==> config.mk <==
export PLATFORM = sky130hd
export DESIGN_NAME = cell_pack_stats_alarm_top
export DESIGN_NICKNAME = d
export VERILOG_FILES = /design/src/design/cpsa_pkg.sv /design/src/design/cell_pack_stats_alarm_top.sv /design/src/design/cpsa_accum.sv /design/src/design/cpsa_report.sv
export SDC_FILE = /design/constraint.sdc
export NUM_CORES = 2
export LEC_CHECK = 0
export BUFFER_PORTS_ARGS = -buffer_cell sky130_fd_sc_hd__buf_2
export CAP_MARGIN = 10
export CORE_ASPECT_RATIO = 1.25
export CORE_UTILIZATION = 55
export DETAILED_ROUTE_END_ITERATION = 10
export PLACE_DENSITY = 0.83
export SYNTH_ARGS = -nofsm -noshare
export SYNTH_HDL_FRONTEND = slang
export SYNTH_SLANG_ARGS = --single-unit
==> constraint.sdc <==
create_clock -name clock -period 16.2 [get_ports clock]
set_input_delay 0 -clock clock [delete_from_list [all_inputs] [get_ports clock]]
set_output_delay 0 -clock clock [all_outputs]
set_load 0.05 [all_outputs]
==> src/design/cpsa_pkg.sv <==
package cpsa_pkg;

   localparam int NUM_MODULES_DEF      = 4;
   localparam int CELLS_PER_MODULE_DEF = 12;
   localparam int TEMPS_PER_MODULE_DEF = 5;

   localparam int VOLT_W     = 16;
   localparam int TEMP_W     = 8;
   localparam int IDX_W      = 4;
   localparam int LOC_W      = 2 * IDX_W;
   localparam int POS_W      = IDX_W + 1;
   localparam int SAMPLE_W   = 17;
   localparam int VSUM_W     = 24;
   localparam int TSUM_W     = 16;
   localparam int FLAG_W     = 6;
   localparam int CSR_IDX_W  = 3;
   localparam int CSR_DATA_W = 16;
   localparam int REQ_DATA_W = 32;
   localparam int RSP_DATA_W = 104;

   localparam int FLAG_V_HIGH = 5;
   localparam int FLAG_V_LOW  = 4;
   localparam int FLAG_V_DIFF = 3;
   localparam int FLAG_T_HIGH = 2;
   localparam int FLAG_T_LOW  = 1;
   localparam int FLAG_T_DIFF = 0;

   localparam logic [VOLT_W-1:0] VOLT_HIGH_RST = 16'd4200;
   localparam logic [VOLT_W-1:0] VOLT_LOW_RST  = 16'd2800;
   localparam logic [VOLT_W-1:0] VOLT_DIFF_RST = 16'd100;
   localparam logic [TEMP_W-1:0] TEMP_HIGH_RST = 8'd55;
   // Two's complement of minus twenty.
   localparam logic [TEMP_W-1:0] TEMP_LOW_RST  = 8'hEC;
   localparam logic [TEMP_W-1:0] TEMP_DIFF_RST = 8'd10;

   typedef enum logic {
      SAMPLE_VOLT = 1'b0,
      SAMPLE_TEMP = 1'b1
   } sample_kind_type;

   typedef enum logic [CSR_IDX_W-1:0] {
      CSR_VOLT_HIGH = 3'd0,
      CSR_VOLT_LOW  = 3'd1,
      CSR_VOLT_DIFF = 3'd2,
      CSR_TEMP_HIGH = 3'd3,
      CSR_TEMP_LOW  = 3'd4,
      CSR_TEMP_DIFF = 3'd5
   } csr_index_type;

   typedef struct packed {
      logic [VOLT_W-1:0] volt_high;
      logic [VOLT_W-1:0] volt_low;
      logic [VOLT_W-1:0] volt_diff;
      logic [TEMP_W-1:0] temp_high;
      logic [TEMP_W-1:0] temp_low;
      logic [TEMP_W-1:0] temp_diff;
   } limits_type;

   // Locations are zero-based, module in the high nibble.
   typedef struct packed {
      logic [VOLT_W-1:0] volt_max;
      logic [VOLT_W-1:0] volt_min;
      logic [LOC_W-1:0]  volt_max_loc;
      logic [LOC_W-1:0]  volt_min_loc;
      logic [TEMP_W-1:0] temp_max;
      logic [TEMP_W-1:0] temp_min;
      logic [VSUM_W-1:0] volt_sum;
      logic [TSUM_W-1:0] temp_sum;
   } scan_type;

   typedef struct packed {
      logic [VOLT_W-1:0] max_cell_v;
      logic [VOLT_W-1:0] min_cell_v;
      logic [POS_W-1:0]  max_v_module;
      logic [POS_W-1:0]  max_v_cell;
      logic [POS_W-1:0]  min_v_module;
      logic [POS_W-1:0]  min_v_cell;
      logic [TEMP_W-1:0] max_temp;
      logic [TEMP_W-1:0] min_temp;
      logic [VOLT_W-1:0] avg_cell_v;
      logic [TEMP_W-1:0] avg_temp;
      logic [FLAG_W-1:0] alarm_flags;
   } result_type;

endpackage

==> src/design/cell_pack_stats_alarm_top.sv <==
// Channel   Direction  Handshake           Payload
// req       in         req_tvalid/tready   tdata, tuser = operation, tlast = last
// rsp       out        rsp_tvalid/tready   tdata = one scan report
// csr       in         csr_we              csr_index, csr_wdata
//
// One item is accepted per cycle while the result register is empty or being taken; running
// extremes and sums update in the cycle of the item. After the last item of a scan a report
// passes the snapshot, reciprocal product and result registers, in that order.
// Reset clears the scan state and loads the default limits; there is no clearing pass.
// All stages advance together whenever the result register is empty or being taken.
module cell_pack_stats_alarm_top #(
   parameter int NUM_MODULES      = cpsa_pkg::NUM_MODULES_DEF,
   parameter int CELLS_PER_MODULE = cpsa_pkg::CELLS_PER_MODULE_DEF,
   parameter int TEMPS_PER_MODULE = cpsa_pkg::TEMPS_PER_MODULE_DEF
) (
   input  logic                                clock,
   input  logic                                reset,
   input  logic                                req_tvalid,
   output logic                                req_tready,
   // module_index[3:0], cell_index[7:4], sample_value[24:8], zero[31:25]
   input  logic [cpsa_pkg::REQ_DATA_W-1:0]     req_tdata,
   // operation
   input  logic                                req_tuser,
   input  logic                                req_tlast,
   output logic                                rsp_tvalid,
   input  logic                                rsp_tready,
   // max_cell_v[15:0], min_cell_v[31:16], max_v_module[36:32], max_v_cell[41:37],
   // min_v_module[46:42], min_v_cell[51:47], max_temp[59:52], min_temp[67:60],
   // avg_cell_v[83:68], avg_temp[91:84], alarm_flags[97:92], zero[103:98]
   output logic [cpsa_pkg::RSP_DATA_W-1:0]     rsp_tdata,
   input  logic                                csr_we,
   input  logic [cpsa_pkg::CSR_IDX_W-1:0]      csr_index,
   input  logic [cpsa_pkg::CSR_DATA_W-1:0]     csr_wdata
);

   localparam int VOLT_DIV = NUM_MODULES * CELLS_PER_MODULE;
   localparam int TEMP_DIV = NUM_MODULES * TEMPS_PER_MODULE;
   localparam int PAY_W    = 98;

   cpsa_pkg::limits_type   limits_ff;
   cpsa_pkg::scan_type     snap;
   cpsa_pkg::result_type   result;
   logic                   snap_valid;
   logic                   result_valid;
   logic                   advance;
   logic                   accept;

   assign advance    = !result_valid || rsp_tready;
   assign req_tready = advance;
   assign accept     = req_tvalid && advance;

   always_ff @(posedge clock) begin
      if (reset) begin
         limits_ff.volt_high <= cpsa_pkg::VOLT_HIGH_RST;
         limits_ff.volt_low  <= cpsa_pkg::VOLT_LOW_RST;
         limits_ff.volt_diff <= cpsa_pkg::VOLT_DIFF_RST;
         limits_ff.temp_high <= cpsa_pkg::TEMP_HIGH_RST;
         limits_ff.temp_low  <= cpsa_pkg::TEMP_LOW_RST;
         limits_ff.temp_diff <= cpsa_pkg::TEMP_DIFF_RST;
      end else if (csr_we) begin
         unique case (cpsa_pkg::csr_index_type'(csr_index))
            cpsa_pkg::CSR_VOLT_HIGH: limits_ff.volt_high <= csr_wdata;
            cpsa_pkg::CSR_VOLT_LOW:  limits_ff.volt_low  <= csr_wdata;
            cpsa_pkg::CSR_VOLT_DIFF: limits_ff.volt_diff <= csr_wdata;
            cpsa_pkg::CSR_TEMP_HIGH: limits_ff.temp_high <= csr_wdata[cpsa_pkg::TEMP_W-1:0];
            cpsa_pkg::CSR_TEMP_LOW:  limits_ff.temp_low  <= csr_wdata[cpsa_pkg::TEMP_W-1:0];
            cpsa_pkg::CSR_TEMP_DIFF: limits_ff.temp_diff <= csr_wdata[cpsa_pkg::TEMP_W-1:0];
            default: begin
            end
         endcase
      end
   end

   cpsa_accum u_accum (
      .clock        (clock),
      .reset        (reset),
      .advance      (advance),
      .accept       (accept),
      .kind         (req_tuser),
      .module_index (req_tdata[3:0]),
      .cell_index   (req_tdata[7:4]),
      .sample_value (req_tdata[24:8]),
      .last         (req_tlast),
      .snap         (snap),
      .snap_valid   (snap_valid)
   );

   cpsa_report #(
      .VOLT_DIV (VOLT_DIV),
      .TEMP_DIV (TEMP_DIV)
   ) u_report (
      .clock        (clock),
      .reset        (reset),
      .advance      (advance),
      .snap         (snap),
      .snap_valid   (snap_valid),
      .limits       (limits_ff),
      .result       (result),
      .result_valid (result_valid)
   );

   assign rsp_tvalid = result_valid;
   assign rsp_tdata  = {{(cpsa_pkg::RSP_DATA_W - PAY_W){1'b0}},
                        result.alarm_flags,
                        result.avg_temp,
                        result.avg_cell_v,
                        result.min_temp,
                        result.max_temp,
                        result.min_v_cell,
                        result.min_v_module,
                        result.max_v_cell,
                        result.max_v_module,
                        result.min_cell_v,
                        result.max_cell_v};

endmodule

==> src/design/cpsa_accum.sv <==
module cpsa_accum (
   input  logic                            clock,
   input  logic                            reset,
   input  logic                            advance,
   input  logic                            accept,
   input  logic                            kind,
   input  logic [cpsa_pkg::IDX_W-1:0]      module_index,
   input  logic [cpsa_pkg::IDX_W-1:0]      cell_index,
   input  logic [cpsa_pkg::SAMPLE_W-1:0]   sample_value,
   input  logic                            last,
   output cpsa_pkg::scan_type              snap,
   output logic                            snap_valid
);

   cpsa_pkg::scan_type                 acc_ff, acc_in;
   cpsa_pkg::scan_type                 snap_ff;
   logic                               seen_v_ff, seen_v_in;
   logic                               seen_t_ff, seen_t_in;
   logic                               snap_valid_ff;
   logic [cpsa_pkg::VOLT_W-1:0]        volt;
   logic [cpsa_pkg::TEMP_W-1:0]        temp;
   logic [cpsa_pkg::LOC_W-1:0]         loc;

   assign volt = sample_value[cpsa_pkg::VOLT_W-1:0];
   assign temp = sample_value[cpsa_pkg::TEMP_W-1:0];
   assign loc  = {module_index, cell_index};

   always_comb begin
      acc_in    = acc_ff;
      seen_v_in = seen_v_ff;
      seen_t_in = seen_t_ff;
      if (kind == cpsa_pkg::SAMPLE_VOLT) begin
         if (!seen_v_ff) begin
            acc_in.volt_max     = volt;
            acc_in.volt_min     = volt;
            acc_in.volt_max_loc = loc;
            acc_in.volt_min_loc = loc;
            seen_v_in           = 1'b1;
         end else begin
            if (volt > acc_ff.volt_max) begin
               acc_in.volt_max     = volt;
               acc_in.volt_max_loc = loc;
            end
            if (volt < acc_ff.volt_min) begin
               acc_in.volt_min     = volt;
               acc_in.volt_min_loc = loc;
            end
         end
         acc_in.volt_sum = acc_ff.volt_sum + cpsa_pkg::VSUM_W'(volt);
      end else begin
         if (!seen_t_ff) begin
            acc_in.temp_max = temp;
            acc_in.temp_min = temp;
            seen_t_in       = 1'b1;
         end else begin
            if ($signed(temp) > $signed(acc_ff.temp_max)) begin
               acc_in.temp_max = temp;
            end
            if ($signed(temp) < $signed(acc_ff.temp_min)) begin
               acc_in.temp_min = temp;
            end
         end
         acc_in.temp_sum = acc_ff.temp_sum
                         + {{(cpsa_pkg::TSUM_W - cpsa_pkg::TEMP_W){temp[cpsa_pkg::TEMP_W-1]}},
                            temp};
      end
   end

   always_ff @(posedge clock) begin
      if (reset) begin
         acc_ff        <= '0;
         seen_v_ff     <= 1'b0;
         seen_t_ff     <= 1'b0;
         snap_valid_ff <= 1'b0;
      end else begin
         if (accept) begin
            if (last) begin
               acc_ff    <= '0;
               seen_v_ff <= 1'b0;
               seen_t_ff <= 1'b0;
            end else begin
               acc_ff    <= acc_in;
               seen_v_ff <= seen_v_in;
               seen_t_ff <= seen_t_in;
            end
         end
         if (advance) begin
            snap_valid_ff <= accept && last;
         end
      end
   end

   always_ff @(posedge clock) begin
      if (advance) begin
         snap_ff <= acc_in;
      end
   end

   assign snap       = snap_ff;
   assign snap_valid = snap_valid_ff;

   a_clear_after_last: assert property (@(posedge clock) disable iff (reset)
      accept && last |=> !seen_v_ff && !seen_t_ff)
      else $error("scan state not cleared after the last item");

   a_volt_order: assert property (@(posedge clock) disable iff (reset)
      seen_v_ff |-> acc_ff.volt_max >= acc_ff.volt_min)
      else $error("voltage maximum below minimum");

   a_temp_unseen_zero: assert property (@(posedge clock) disable iff (reset)
      !seen_t_ff |-> acc_ff.temp_max == '0 && acc_ff.temp_min == '0 && acc_ff.temp_sum == '0)
      else $error("temperature state not clear before the first temperature");

   a_snap_on_last: assert property (@(posedge clock) disable iff (reset)
      accept && last |=> snap_valid_ff)
      else $error("last item did not produce a snapshot");

endmodule

==> src/design/cpsa_report.sv <==
module cpsa_report #(
   parameter int VOLT_DIV = cpsa_pkg::NUM_MODULES_DEF * cpsa_pkg::CELLS_PER_MODULE_DEF,
   parameter int TEMP_DIV = cpsa_pkg::NUM_MODULES_DEF * cpsa_pkg::TEMPS_PER_MODULE_DEF
) (
   input  logic                    clock,
   input  logic                    reset,
   input  logic                    advance,
   input  cpsa_pkg::scan_type      snap,
   input  logic                    snap_valid,
   input  cpsa_pkg::limits_type    limits,
   output cpsa_pkg::result_type    result,
   output logic                    result_valid
);

   // Division by a constant: multiply by ceil(2^S / D) and shift right by S.
   // With S = sum width + ceil(log2 D) the quotient is exact over the sum range.
   localparam int VK    = $clog2(VOLT_DIV);
   localparam int VS    = cpsa_pkg::VSUM_W + VK;
   localparam int VM_W  = cpsa_pkg::VSUM_W + 1;
   localparam int VP_W  = cpsa_pkg::VSUM_W + VM_W;
   localparam longint unsigned VM_FULL =
      ((64'd1 << VS) + 64'(VOLT_DIV) - 64'd1) / 64'(VOLT_DIV);
   localparam logic [VM_W-1:0] VM = VM_W'(VM_FULL);

   localparam int TK    = $clog2(TEMP_DIV);
   localparam int TS    = cpsa_pkg::TSUM_W + TK;
   localparam int TM_W  = cpsa_pkg::TSUM_W + 1;
   localparam int TP_W  = cpsa_pkg::TSUM_W + TM_W;
   localparam longint unsigned TM_FULL =
      ((64'd1 << TS) + 64'(TEMP_DIV) - 64'd1) / 64'(TEMP_DIV);
   localparam logic [TM_W-1:0] TM = TM_W'(TM_FULL);

   localparam int VD_W = cpsa_pkg::VOLT_W + 1;
   localparam int TD_W = cpsa_pkg::TEMP_W + 2;

   logic                            b_valid_ff;
   cpsa_pkg::scan_type              b_scan_ff;
   logic [VP_W-1:0]                 vprod_ff, vprod_in;
   logic [TP_W-1:0]                 tprod_ff, tprod_in;
   logic                            tneg_ff;
   logic [cpsa_pkg::FLAG_W-1:0]     flags_ff, flags_in;
   logic                            tneg;
   logic [cpsa_pkg::TSUM_W-1:0]     tmag;
   logic [VD_W-1:0]                 vdiff;
   logic [TD_W-1:0]                 tdiff;

   logic                            rsp_valid_ff;
   cpsa_pkg::result_type            rsp_ff, rsp_in;
   logic [VP_W-1:0]                 vq;
   logic [TP_W-1:0]                 tq;

   always_comb begin
      tneg     = snap.temp_sum[cpsa_pkg::TSUM_W-1];
      tmag     = tneg ? (~snap.temp_sum + 1'b1) : snap.temp_sum;
      vprod_in = VP_W'(snap.volt_sum) * VP_W'(VM);
      tprod_in = TP_W'(tmag) * TP_W'(TM);
      vdiff    = {1'b0, snap.volt_max} - {1'b0, snap.volt_min};
      tdiff    = {{2{snap.temp_max[cpsa_pkg::TEMP_W-1]}}, snap.temp_max}
               - {{2{snap.temp_min[cpsa_pkg::TEMP_W-1]}}, snap.temp_min};
      flags_in = '0;
      flags_in[cpsa_pkg::FLAG_V_HIGH] = snap.volt_max > limits.volt_high;
      flags_in[cpsa_pkg::FLAG_V_LOW]  = snap.volt_min < limits.volt_low;
      flags_in[cpsa_pkg::FLAG_V_DIFF] = $signed(vdiff) > $signed({1'b0, limits.volt_diff});
      flags_in[cpsa_pkg::FLAG_T_HIGH] = $signed(snap.temp_max) > $signed(limits.temp_high);
      flags_in[cpsa_pkg::FLAG_T_LOW]  = $signed(snap.temp_min) < $signed(limits.temp_low);
      flags_in[cpsa_pkg::FLAG_T_DIFF] = $signed(tdiff) > $signed({2'b00, limits.temp_diff});
   end

   always_comb begin
      vq = vprod_ff >> VS;
      tq = tprod_ff >> TS;
      rsp_in.max_cell_v   = b_scan_ff.volt_max;
      rsp_in.min_cell_v   = b_scan_ff.volt_min;
      rsp_in.max_v_module = {1'b0, b_scan_ff.volt_max_loc[cpsa_pkg::LOC_W-1:cpsa_pkg::IDX_W]}
                          + 1'b1;
      rsp_in.max_v_cell   = {1'b0, b_scan_ff.volt_max_loc[cpsa_pkg::IDX_W-1:0]} + 1'b1;
      rsp_in.min_v_module = {1'b0, b_scan_ff.volt_min_loc[cpsa_pkg::LOC_W-1:cpsa_pkg::IDX_W]}
                          + 1'b1;
      rsp_in.min_v_cell   = {1'b0, b_scan_ff.volt_min_loc[cpsa_pkg::IDX_W-1:0]} + 1'b1;
      rsp_in.max_temp     = b_scan_ff.temp_max;
      rsp_in.min_temp     = b_scan_ff.temp_min;
      rsp_in.avg_cell_v   = (vq > VP_W'(16'hFFFF)) ? 16'hFFFF : vq[cpsa_pkg::VOLT_W-1:0];
      if (tneg_ff) begin
         rsp_in.avg_temp = (tq > TP_W'(128)) ? 8'h80 : (~tq[cpsa_pkg::TEMP_W-1:0] + 1'b1);
      end else begin
         rsp_in.avg_temp = (tq > TP_W'(127)) ? 8'h7F : tq[cpsa_pkg::TEMP_W-1:0];
      end
      rsp_in.alarm_flags  = flags_ff;
   end

   always_ff @(posedge clock) begin
      if (reset) begin
         b_valid_ff   <= 1'b0;
         rsp_valid_ff <= 1'b0;
      end else if (advance) begin
         b_valid_ff   <= snap_valid;
         rsp_valid_ff <= b_valid_ff;
      end
   end

   always_ff @(posedge clock) begin
      if (advance) begin
         b_scan_ff <= snap;
         vprod_ff  <= vprod_in;
         tprod_ff  <= tprod_in;
         tneg_ff   <= tneg;
         flags_ff  <= flags_in;
         rsp_ff    <= rsp_in;
      end
   end

   assign result       = rsp_ff;
   assign result_valid = rsp_valid_ff;

endmodule
==> run_results.csv <==
group,metric,value,unit
floorplan,die_area,68400,µm²
clock_tree,cts_buffers,47,
sta,rsz0062_at_grt,"no",
power_and_ir_drop,p_leak,19.7,nW
outcome,status,"finished, violations left",
critical_path,crit_type,"reg -> reg",
critical_path,end_kind,"register",
cells_and_area,final_area,40800,µm²
yosys,synth_edf_count,304,
cells_and_area,areaGrowthSynthToFinish,9.96,%
power_and_ir_drop,p_clk_frac,0.144,
power_and_ir_drop,powerDensity,186,nW/µm²
power_and_ir_drop,pwr-share-comb,0.640,
grt,grt_pass1_wl,137000,µm
clock_tree,postCtsSetupBuffers,0,
yosys,yosysSeqAreaShare,0.344,
power_and_ir_drop,ir_drop,0.000315,V
detailed_routing,drt-pass1-iter-count,9,
critical_path,timing.rr.start,"u_accum.snap[17]$_DFFE_PN_",
yosys,synthDistinctLibCells,75,
placed_design,port_buffers,149,
yosys,ys_warn_count,0,
clock_tree,htreeDepth,2,
critical_path,ff2ff_path_depth,22,
floorplan,die_height,292,µm
clock_tree,tritoncts,"done",
cells_and_area,final_layout_size_suffix_gt1_frac,0.0881,
critical_path,r2r_slack,8.16,ns
yosys,synthCells,3452,
yosys,synthFlopType,"edfxtp_1",
sta,hold_violations,0,
power_and_ir_drop,intPower,4.16,mW
grt,antenna_found_initial,2,
grt,grt-ovfl-total,0,
sta,finalClockSkew,0.0306,ns
sta,fin_tns_setup,0,ns
floorplan,rows,106,
detailed_routing,viasPerCell,5.62,
floorplan,start_util,0.556,
run,cap_violations,0,
floorplan,core_region_area,66700,µm²
sta,fmax,124,MHz
critical_path,critPathLaunchType,"register",
critical_path,critPathLaunch,"u_accum.snap[17]$_DFFE_PN_",
sta,layout_min_cycle_time,8.04,ns
grt,grt_pass1_vias,26811,
yosys,avgSynthCellArea,10.7,µm²
critical_path,critical_path_peak_fanout,10,
yosys,ys_seq_elements,485,
sta,finalMaxSlewViolations,0,
floorplan,die-width,234,µm
sta,period_share,0.496,
detailed_routing,drtAntennaViolNets,0,
detailed_routing,drc_errors,3,
critical_path,required,16.64,ns
clock_tree,cts.sinks,485,
placed_design,hpwl,64500,µm
power_and_ir_drop,pwr-share-seq,0.216,
critical_path,worst_ep_arrival_time,8.48,ns
yosys,synthesis.area,37100,µm²
outcome,violations,"DRC",
detailed_routing,num_vias,25535,
detailed_routing,drt_iter0_drc,1602,
cells_and_area,nets,4561,
sta,setup_viol,0,
critical_path,reg2reg_to,"u_report.vprod_ff[46]$_DFFE_PN_",
sta,worstMarginPinSlew,1.14,ns
grt,grt_use_total,0.254,
yosys,ys_async_sr_fraction,0,
clock_tree,clk_latency,0.60,ns
power_and_ir_drop,p_sw_frac,0.452,
grt,grt_max_degree,88,
clock_tree,cts_root_buffer,"clkbuf_16",
detailed_routing,routed_wl,84800,µm
clock_tree,clockBufferDepth,3,
clock_tree,clk_pin_slew,0.07,ns
critical_path,worstSetupEndpoint,"u_report.vprod_ff[46]$_DFFE_PN_",
floorplan,io_pins,164,
power_and_ir_drop,p_switching,3.43,mW
detailed_routing,wire_per_inst,18.7,µm
placed_design,place_congestion,0.946,
sta,slew-limit-headroom,0.243,
min_path,worstHoldPathType,"in -> reg",
placed_design,placed_cell_area,38700,µm²
[registers in the layout (all words and copies together), names as in the netlist]
name / count
u_report.tneg_ff: 1
u_accum.acc_ff: 104
u_report.b_scan_ff: 64
u_report.result_valid: 1
u_report.result: 98
u_accum.seen_v_ff: 1
u_accum.seen_t_ff: 1
u_report.vprod_ff: 19
limits_ff: 72
u_accum.snap: 104
u_report.tprod_ff: 12
u_accum.snap_valid: 1
u_report.b_valid_ff: 1
u_report.flags_ff: 6
[power groups by stage]
stage	Sequential [mW]	Combinational [mW]	Clock, mW
after global placement	1.66	4.61	0
after global routing	1.65	5.61	1.16
after CTS	1.64	4.88	1.11
final	1.64	4.85	1.10
after floorplan	1.80	3.51	0
after detailed placement	1.66	4.82	0
[routing by layer]
layer / routed length [µm] / vias to the layer above / track usage
li1: - / 12009 / -
met1: 32800 / 12437 / 0.303
met2: 42200 / 849 / 0.439
met3: 4780 / 238 / 0.0353
met4: 5020 / 2 / 0.139
met5: 8 / - / 0
[worst max-delay path: stages (launching register included)]
cell and delay [ns]:
edfxtp_1 0.61, ha_1 0.45, xor2_1 0.48, ha_1 0.26, nor2_1 0.07, fa_1 0.49, inv_1 0.06, fa_1 0.50
fa_1 0.54, inv_1 0.05, fa_1 0.50, fa_1 0.54, inv_1 0.04, ha_1 0.33, nand4_1 0.14, or3_1 0.20
inv_1 0.05, a222oi_1 0.79, a31oi_1 0.45, and4_4 0.34, o41ai_4 0.41, or4b_1 0.49, o211ai_1 0.11
[placed cells by master (no fill, tap or decap), types with 11 or more instances in the layout]
master / count
a211o_1: 18
a211oi_1: 11
a21o_1: 57
a21oi_1: 143
a22o_1: 52
a22oi_1: 19
a31oi_1: 11
and3_1: 19
buf_2: 148
buf_4: 19
clkbuf_16: 47
dfxtp_1: 181
dlygate4sd3_1: 46
edfxtp_1: 304
fa_1: 302
ha_1: 564
inv_1: 696
mux2_2: 58
mux2i_1: 11
nand2_1: 223
nand2b_1: 49
nand3_1: 34
nand3b_1: 26
nand4_1: 19
nor2_1: 113
nor2b_1: 22
nor3_1: 25
o21a_1: 28
o21ai_0: 109
o21bai_1: 13
o22ai_1: 13
or3_1: 17
xnor2_1: 67
xor2_1: 39
[Yosys cell counts (all sizes together) (13+ instances only)]
cell | instances | area share
inv | 697 | 0.071
ha | 564 | 0.19
edfxtp | 304 | 0.25
fa | 302 | 0.16
nand2 | 223 | 0.023
dfxtp | 181 | 0.098
a21oi | 143 | 0.019
nor2 | 113 | 0.011
o21ai | 111 | 0.015
xnor2 | 67 | 0.016
clkbuf | 64 | 0.0065
mux2 | 58 | 0.018
a21o | 57 | 0.012
a22o | 52 | 0.012
nand2b | 49 | 0.0083
xor2 | 39 | 0.0092
nand3 | 34 | 0.0046
nor3 | 28 | 0.0038
o21a | 28 | 0.0057
nand3b | 26 | 0.0053
nor2b | 23 | 0.0039
a22oi | 19 | 0.0038
and3 | 19 | 0.0032
nand4 | 19 | 0.0032
a211o | 18 | 0.0043
buf | 18 | 0.0025
or3 | 17 | 0.0029
o21bai | 13 | 0.0026
o22ai | 13 | 0.0022
[cells by family after synthesis]
family / synth area share
xor gates and xnor gates: 0.0251
AOI/OAI and AO/OA: 0.0991
other: 0.000101
buffers and inverters: 0.0795
DFF: 0.344
and+or+nand+nor: 0.0779
muxes: 0.0206
adders and majority gates: 0.354
[area by class of cell]
| class | instances | area (µm²) |
|---|---|---|
| inverter | 697 | 2620 |
| timing repair buffer | 213 | 1340 |
| clock buffer | 61 | 1270 |
| antenna | 1 | 2.50 |
| fill | 5107 | 26000 |
| tap | 864 | 1080 |
| multi-input combinational | 2193 | 21400 |
| clock inverter | 27 | 268 |
| sequential | 485 | 12800 |
[stage by stage]
step	hold WS (ns)	power, mW	util	setup slack (ns)	cells
after floorplan	0.118	5.31	-	6.98	3457
after detailed placement	0.259	6.49	0.581	8.28	4405
after global routing	0.0594	8.42	0.611	7.91	4541
final	0.0454	7.59	0.611	8.16	4541
after global placement	0.254	6.27	0.581	8.37	4405
after CTS	0.0146	7.63	0.611	8.24	4539
[what timing repair did]
action,in CTS,in global routing
hold buffers,46,0
hold endpoints to repair,192,0
gates resized for setup,0,0
setup endpoints to repair,0,0
[worst min path at each step]
stage	startpoint	end	slack [ns]	depth (start not counted)
5_1_grt	req_tvalid	u_accum.acc_ff[26]$_SDFFE_PP0P_	0.06	4
3_5_place_dp	req_tdata[6]	u_accum.acc_ff[58]$_SDFFE_PP0P_	0.26	2
2_1_floorplan	csr_wdata[2]	limits_ff[10]$_SDFFE_PP1P_	0.12	1
4_1_cts	req_tvalid	u_accum.acc_ff[26]$_SDFFE_PP0P_	0.01	4
6_report	req_tvalid	u_accum.acc_ff[26]$_SDFFE_PP0P_	0.05	4
3_3_place_gp	req_tdata[4]	u_accum.acc_ff[56]$_SDFFE_PP0P_	0.25	2
Power figures use the tool's default switching activity.
